## config.mk

```make
export PLATFORM = sky130hd
export DESIGN_NAME = ppe_arith
export DESIGN_NICKNAME = d
export VERILOG_FILES = /design/src/rtl/ppe_arith.sv
export SDC_FILE = /design/constraint.sdc
export NUM_CORES = 1
export LEC_CHECK = 0
export ABC_AREA = 0
export BUFFER_PORTS_ARGS = -buffer_cell sky130_fd_sc_hd__buf_4
export CORE_ASPECT_RATIO = 1.75
export CORE_MARGIN = 2
export CORE_UTILIZATION = 59
export DETAILED_ROUTE_END_ITERATION = 6
export PLACE_DENSITY = 0.91
export SKIP_LAST_GASP = 1
export SLEW_MARGIN = 20
export SYNTH_ARGS = -nofsm -noshare
export SYNTH_HDL_FRONTEND = slang
export SYNTH_SLANG_ARGS = --single-unit
```

## constraint.sdc

```tcl
create_clock -name vclk -period 7.95
set_input_delay 0.3975 -clock vclk [all_inputs]
set_output_delay 0.3975 -clock vclk [all_outputs]
set_load 0.03 [all_outputs]
```

## src/rtl/ppe_arith.sv

```systemverilog
module ppe_arith (
  input  logic [7:0]  x,
  input  logic [7:0]  y,
  input  logic [15:0] k,
  output logic [7:0]  q
);

  logic [15:0] prod;
  logic [16:0] sum;
  logic [16:0] fix;

  // (x*y + k) / 255, exact for sums below 65535
  assign prod = x * y;
  assign sum  = {1'b0, prod} + {1'b0, k};
  assign fix  = sum + {8'd0, sum[16:8]} + 17'd1;
  assign q    = fix[15:8];

endmodule

```

# [After elaboration in Yosys (flattened, before gate mapping)]
# Cells that the tools add are included.
[op_classes] eq_ne=0 muxes=0 shift=0 n_reduce_logical=0 multipliers=1 add_sub_neg=3 bitwise_logic=0 n_lt_le_gt_ge=0 n_div=0
[ops] cell="$add A16 B16 Y17" n=1
[ops] cell="$add A16 B1 Y16 const B" n=1
[ops] cell="$add A16 B9 Y16" n=1
[ops] cell="$mul A8 B8 Y16" n=1
[totals] latch_bits=0 output_inout_bits=8 reg_bits=0 wordCells=4 in_bits=32 mem_count=0 rom_bits=0 ram_bits=0

# [Longest topological paths before layout]
# Gate-level depths: netlist of run 1.
[logic_depth] depth_word=4 depth_mapped=24 ltp_nobuf=24

# [Least setup slack after synthesis of run 1]
# OpenSTA, ideal clock, no wires.
[synth_timing] path_type="input -> output" from="input x[2]" to="output q[5]" required_time_ns=7.553 cell_stages=21 n_path_buf=0 path_slack_ns=1.759 arrival_time_ns=5.794 path_cell_list="and2_1 -> fa_1 -> fa_1 -> fa_1 -> inv_1 -> fa_1 -> inv_1 -> ha_1 -> a21oi_1 -> o211ai_2 -> a31o_1 -> a21oi_1 -> xnor2_2 -> ha_1 -> o211ai_1 -> nand2_1 -> o211ai_1 -> mux2_4 -> o311ai_4 -> o211ai_2 -> xnor2_1"
[synth_between] elab_chain_len=4
[synth_lines] element="start: declaration" line_no="2" text="input logic [7:0] x,"
[synth_lines] element="$mul A8 B8 Y16" line_no="13" text="assign prod = x * y;"
[synth_lines] element="$add A16 B16 Y17" line_no="14" text="assign sum = {1'b0, prod} + {1'b0, k};"
[synth_lines] element="$add A16 B9 Y16" line_no="15" text="assign fix = sum + {8'd0, sum[16:8]} + 17'd1;"
[synth_lines] element="$add A16 B1 Y16" line_no="15"
[synth_lines] element="end: declaration" line_no="5" text="output logic [7:0] q"
# No other way between the ends.

# [Worst setup path in the final report of run 1]
[layout_timing] from="input x[2]" to="output q[2]"
# Same word-level chain as after synthesis.

==> results.yml, run 1 <==
timing:
  hold_viol: 0
  min_period_over_period_pct: 83.1
  setup_viol: 0
  max_freq_mhz: 151
  worst_slew_pin_slew_ps: 470
  rsz0062_at_grt: "no"
  post-route-min-period_ps: 6610
  fin_setup_tns_ps: 0
  slew_headroom_pct: 67.8
  slew_violations: 0
critical_path:
  arrival_ps: 6210
  cp-start-kind: "input port"
  criticalPathCategory: "in2out"
  cp.required_ps: 7550
  end_kind: "primary output"
  critical_path.max_fanout: 8
synthesis:
  ys_seq_area_share_pct: 0
  synth.avg_cell_area_um2: 8.64
  synthCells: 365
  yosys_warnings: 0
  syn-num-nets: 491
  synth_cell_types: 46
  synth_area_mm2: 0.00315
layout:
  drive_gt1_share_pct: 16.3
  nFlopsAndLatches: 0
  regArea_um2: 0
  nets: 533
  n_antenna_cell: 0
  syn_to_final_growth_pct: 11.7
  nClkBuffers: 0
detailed_routing:
  drt_iter0_markers: 68
  dr.pass1.iters: 4
  final_antenna_net_count: 0
  via_per_inst: 5.64
  drc: 0
  wirelength_um: 7170
  wl_per_cell_um: 15.6
  num_vias: 2596
grt:
  antenna_found_initial: 0
  grt-ovfl-total: 0
  grtUsageTotal_pct: 26.0
  grt_max_degree: 9
  grt_pass1_wl_um: 12100
  grt_pass1_vias: 2834
min_path:
  hold_start: "k[12]"
  hold_class: "in2out"
  hold_path_end: "q[7]"
  hold_depth: 8
clocking:
  postCtsSetupRepairBufs: 0
  postCtsResizedCells: 0
  cts_hold_buf: 0
floorplan:
  fp.dieH_um: 101
  core_mm2: 0.00521
  rows: 35
  start_util_pct: 60.5
  ios: 40
  dieArea_mm2: 0.00597
  die_w_um: 59.3
placed_design:
  place_hpwl_um: 6450
  place.gp.congestion: 0.922
  io_buffers: 40
run_status:
  status: "finished, final reports clean"
job:
  max_cap_violations: 0
[how the worst max path moves through the flow]
stage | from | endpoint
floorplan | x[2] | q[5]
global route | x[2] | q[2]
finish | x[2] | q[2]
detailed placement | x[2] | q[2]
CTS | x[2] | q[2]
global placement | x[2] | q[5]
[critical path: stages]
cell and delay, ps:
buf_4 140, and2_1 170, fa_1 510, fa_1 520, fa_1 560, inv_1 70
fa_1 530, inv_1 40, ha_1 390, a21oi_1 250, o211ai_2 180, a31o_1 250
a21oi_1 230, xnor2_2 170, ha_1 250, nor4_1 230, nand2_1 140, o21ai_0 190
maj3_2 250, o21bai_4 70, a41oi_1 280, xnor2_1 180, buf_4 200
[cell usage after synthesis (2+ instances only)]
cell | count | area [µm²]
inv_1 | 100 | 375
nand2b_1 | 5 | 31.3
and3_1 | 2 | 12.5
o211ai_2 | 6 | 75.1
fa_1 | 51 | 1020
a21boi_0 | 4 | 30.0
a41oi_1 | 2 | 17.5
o211ai_1 | 4 | 30.0
ha_1 | 43 | 538
o21ai_0 | 3 | 15.0
a21o_1 | 3 | 22.5
xnor2_2 | 4 | 65.1
nand2_1 | 40 | 150
a21oi_1 | 11 | 55.1
a41oi_2 | 2 | 32.5
and2_1 | 35 | 219
xnor2_1 | 13 | 114
a211oi_2 | 2 | 25.0
xor2_1 | 2 | 17.5
nor2_1 | 7 | 26.3
[stage by stage]
step	hold WS (ps)	cell area, µm²	cells	utilization, %	setup WS [ps]
after floorplan	1650	3150	365	-	1760
after global placement	1870	3520	460	67.6	1640
after detailed placement	1880	3520	460	67.6	1360
after CTS	1880	3520	460	67.6	1330
after global routing	1940	3520	460	67.6	995
final	1880	3520	460	67.6	1340
[layout by cell type, fill, tap and decap left out, types with 5 or more instances in the layout]
cell,instances
buf_4,40
o211ai_2,6
fa_1,51
inv_1,100
a21oi_1,11
nand2_1,40
nand2b_1,5
ha_1,43
and2_1,35
nor2_1,7
xnor2_1,13
[cell families (layout without fill, tap and decap cells)]
family	count (synthesis)	in the layout	share of synthesized area, %
buf+inv	100	140	11.9
mux	2	2	0.793
compound gates	52	52	15.1
simple gates	96	96	15.7
fa+ha+maj	95	95	49.8
xor+xnor	20	20	6.74
[routing by layer]
layer	GRT usage, %	wire length, µm	vias to the layer above
li1	-	-	1220
met1	27.1	2290	1263
met2	49.5	4240	79
met3	1.03	190	34
met4	13.8	442	0
met5	0	0	-
[layout make-up]
type / instances / area [µm²]
fill: 415 / 1690
inverter: 100 / 375
multi-input combinational: 265 / 2780
tap: 55 / 68.8
timing repair buffer: 40 / 300
Power of run 1 is not shown: default switching activity piles up to over one toggle a cycle in this logic, so the estimate is an artifact.
==> run 2: changes to the inputs <==
- CORE_UTILIZATION: 59 -> 57
- PLACE_DENSITY: 0.91 -> 0.92
- clock period: 7.95 -> 5.8 ns (I/O delays scaled with it)
==> results.yml, run 2 (synthesis gave the netlist of run 1 again) <==
run_status:
  status: "finished with violations"
  violations: "setup timing"
grt:
  met1_usage_pct: 33.4
  grtUsageTotal_pct: 32.6
  grt_use_met2_pct: 60.7
  grt_busiest_layer: "met2"
  antenna_found_initial: 0
  grtUsageMet3_pct: 4.05
  grt_pass1_vias: 3436
  grt_max_degree: 9
  grt-ovfl-total: 0
  grt_pass1_wl_um: 15300
layout:
  layout_common_cells: "inv_1, buf_4, fa_1"
  regArea_um2: 0
  nFlopsAndLatches: 0
  final_common_cell: "inv_1"
  design_area_mm2: 0.00441
  n_antenna_cell: 0
  nets: 582
  syn_to_final_growth_pct: 39.7
  nClkBuffers: 0
  drive_gt1_share_pct: 38.8
min_path:
  hold_start: "k[15]"
  hold_class: "in2out"
  hold_path_end: "q[1]"
  hold_depth: 8
detailed_routing:
  dr.pass1.iters: 4
  wirelength_um: 9970
  via_per_inst: 5.70
  drt_iter0_markers: 184
  drc: 0
  final_antenna_net_count: 0
  num_vias: 3007
  wl_per_cell_um: 18.9
critical_path:
  critical_path.max_fanout: 7
  arrival_ps: 5710
  cp.required_ps: 5510
  crit_path_start: "y[5]"
  criticalPathCategory: "in2out"
  end_kind: "primary output"
  cp-start-kind: "input port"
timing:
  min_period_over_period_pct: 103
  hold_viol: 0
  post-route-min-period_ps: 6000
  final.setup.worst_slack_ps: -198
  slew_violations: 0
  rsz0062_at_grt: "yes"
  slew_headroom_pct: 66.5
  max_freq_mhz: 167
  worst_slew_pin_slew_ps: 499
  setup_viol: 8
placed_design:
  io_buffers: 40
  place_hpwl_um: 6830
  placedInstanceArea_mm2: 0.00388
  place.gp.congestion: 0.887
floorplan:
  ios: 40
  die_w_um: 60.2
  fp.dieH_um: 102
  rows: 35
  start_util_pct: 59.5
  core_mm2: 0.00530
  dieArea_mm2: 0.00617
job:
  max_cap_violations: 0
clocking:
  cts_hold_buf: 0
[run 2: cell types whose count changed in the layout (fill, tap and decap cells not counted), moves of 5 or more]
cell,previous run,this run
nand2_2,0,12
a21oi_1,11,6
ha_1,43,33
xnor2_1,13,7
xnor2_2,4,10
buf_6,0,15
nand2_1,40,25
ha_4,0,9
inv_2,0,7
inv_1,100,93
buf_4,40,68
[run 2: timing repair]
item | in CTS | in global routing
buffers inserted | 6 | 4
pin swaps | 40 | 31
hold endpoints to repair | 0 | 0
resized for setup | 63 | 38
setup endpoints to repair | 8 | 8
[run 2: layout make-up]
class / instances / area (µm²)
Inverter: 100 / 375
Multi-Input combinational cell: 265 / 3150
Timing Repair Buffer: 89 / 785
Fill cell: 265 / 893
Tap cell: 74 / 92.6
[run 2: routing by layer]
layer / wire, µm / vias up
li1: - / 1321
met1: 3260 / 1488
met2: 5600 / 146
met3: 494 / 52
met4: 609 / 0
met5: 0 / -
[run 2: per-stage QoR]
step	utilization (%)	TNS, ps	worst slack (ps)	instances	hold WS (ps)
final	83.1	-1200	-198	528	1730
after global routing	83.1	-2600	-382	528	1790
after CTS	80.0	-1.92	-1.92	524	1730
after detailed placement	73.3	-2140	-308	518	1670
after global placement	73.3	-234	-58.7	518	1670
after floorplan	-	-177	-116	365	1430
[run 2: how the worst max path moves through the flow]
stage	end	slack (ps)	cells past startpoint
2_1_floorplan	q[4]	-120	21
3_3_place_gp	q[2]	-60	24
3_5_place_dp	q[2]	-310	24
4_1_cts	q[7]	-2	23
5_1_grt	q[7]	-380	25
6_report	q[5]	-200	22
[run 2: worst max-delay path: stages]
cell	delay, ps
buf_4	140
and2_1	160
fa_1	570
fa_1	460
fa_1	520
inv_1	90
fa_1	560
inv_1	70
ha_4	240
o211ai_4	90
a21oi_4	60
o41ai_2	370
xnor2_1	190
ha_2	370
o211ai_1	140
nand2_2	140
o211ai_1	120
mux2_4	320
o311ai_4	350
o211ai_2	160
xnor2_2	150
buf_6	150
Power of run 2 is left out for the same reason.
==> run 3: changes to the inputs <==
- clock period: 5.8 -> 5.32 ns (I/O delays scaled with it)
==> results.yml, run 3 (synthesis gave the netlist of run 1 again) <==
run_status:
  status: "finished with violations"
  violations: "setup timing"
timing:
  post-route-min-period_ps: 6030
  finalHoldWorstSlack_ps: 1700
  fin_setup_tns_ps: -4770
  worst_slew_pin_slew_ps: 459
  final.setup.worst_slack_ps: -708
  max_freq_mhz: 166
  min_period_over_period_pct: 113
  rsz0062_at_grt: "yes"
  setup_viol: 8
  slew_violations: 0
  slew_headroom_pct: 69.2
  hold_viol: 0
min_path:
  hold_class: "in2out"
  hold_depth: 9
  hold_start: "k[15]"
  hold_path_end: "q[1]"
critical_path:
  cp.required_ps: 5050
  cpMaxStageDelayCell: "fa_1"
  criticalPathCategory: "in2out"
  crit_path_start: "x[3]"
  cp-start-kind: "input port"
  path_cells: "buf_6 > and2_1 > fa_1 > fa_1 > fa_1 > inv_1 > fa_1 > inv_1 > ha_4 > buf_4 > a31o_1 > a21oi_2 > xnor2_2 > ha_1 > a21oi_1 > nand2_1 > o211ai_1 > mux2_4 > o311ai_4 > o211ai_2 > xnor2_4 > buf_6"
  end_kind: "primary output"
  critical_path.max_fanout: 8
  crit_buf_inv: 5
  crit_family: "adder cells"
  arrival_ps: 5760
  cp_common_cell: "fa_1"
  critical_path.max_stage_delay_ps: 570
detailed_routing:
  drt_iter0_markers: 133
  final_antenna_net_count: 0
  num_vias: 3077
  dr.pass1.iters: 4
  via_per_inst: 5.73
  wirelength_um: 10100
  wl_per_cell_um: 18.7
  drc: 0
floorplan:
  core_mm2: 0.00530
  start_util_pct: 59.5
  die_w_um: 60.2
  ios: 40
  fp.dieH_um: 102
  rows: 35
  dieArea_mm2: 0.00617
grt:
  antenna_found_initial: 0
  grt_max_degree: 9
  grt_pass1_wl_um: 15800
  grtUsageTotal_pct: 33.8
  grt-ovfl-total: 0
  grt_pass1_vias: 3426
layout:
  syn_to_final_growth_pct: 42.0
  layoutNonFillerInstCount: 537
  fill_cells: 263
  regArea_um2: 0
  nFlopsAndLatches: 0
  design_area_mm2: 0.00448
  layout_common_cells: "inv_1, buf_4, fa_1"
  final_common_cell: "inv_1"
  nClkBuffers: 0
  nets: 591
  n_antenna_cell: 0
  drive_gt1_share_pct: 39.3
placed_design:
  dp_cells: 526
  place.gp.congestion: 0.863
  place_hpwl_um: 7300
  placedInstanceArea_mm2: 0.00415
  io_buffers: 40
job:
  max_cap_violations: 0
clocking:
  cts_hold_buf: 0
## run 3: cell types whose count changed in the layout (fill, tap and decap cells not counted), sizes merged
cell | before | now
buf | 89 | 98
## run 3: per-stage QoR
stage | utilization [%] | setup slack, ps
finish | 84.5 | -708
global route | 84.5 | -856
CTS | 82.2 | -465
detailed placement | 78.4 | -579
global placement | 78.4 | -478
floorplan | - | -170
## run 3: worst max-delay path by stage
stage / to / slack, ps / cells after the start
floorplan: q[5] / -170 / 22
global placement: q[7] / -480 / 24
detailed placement: q[5] / -580 / 24
CTS: q[5] / -470 / 24
global route: q[3] / -860 / 24
finish: q[3] / -710 / 22
## run 3: layer usage
layer  track usage [%]  wire, µm  up-vias
met5                 0         0        -
met4              19.1       856        0
met3              3.67       411       77
met2              64.9      5640      158
met1              32.9      3160     1500
li1                  -         -     1342
## run 3: tightest hold or removal path, stage by stage
cell and delay, ps:
buf_4 110, inv_1 70, fa_1 210, xor2_1 80, ha_2 210, buf_4 160
nor2_2 140, xnor2_2 70, buf_6 130
## run 3: cell type report
class	instances	area, µm²	area share (%)
Timing Repair Buffer	98	827	18.5
Inverter	100	375	8.38
Multi-Input combinational cell	265	3180	71.1
Tap cell	74	92.6	2.07
## run 3: what timing repair did
item | 4_1_cts | 5_1_grt
pin swaps | 37 | 27
endpoints found under the setup margin | 8 | 8
gates cloned | 0 | 0
setup buffers | 7 | 5
gates resized for setup | 38 | 22
hold endpoints to repair | 0 | 0
Power of run 3 is left out for the same reason.
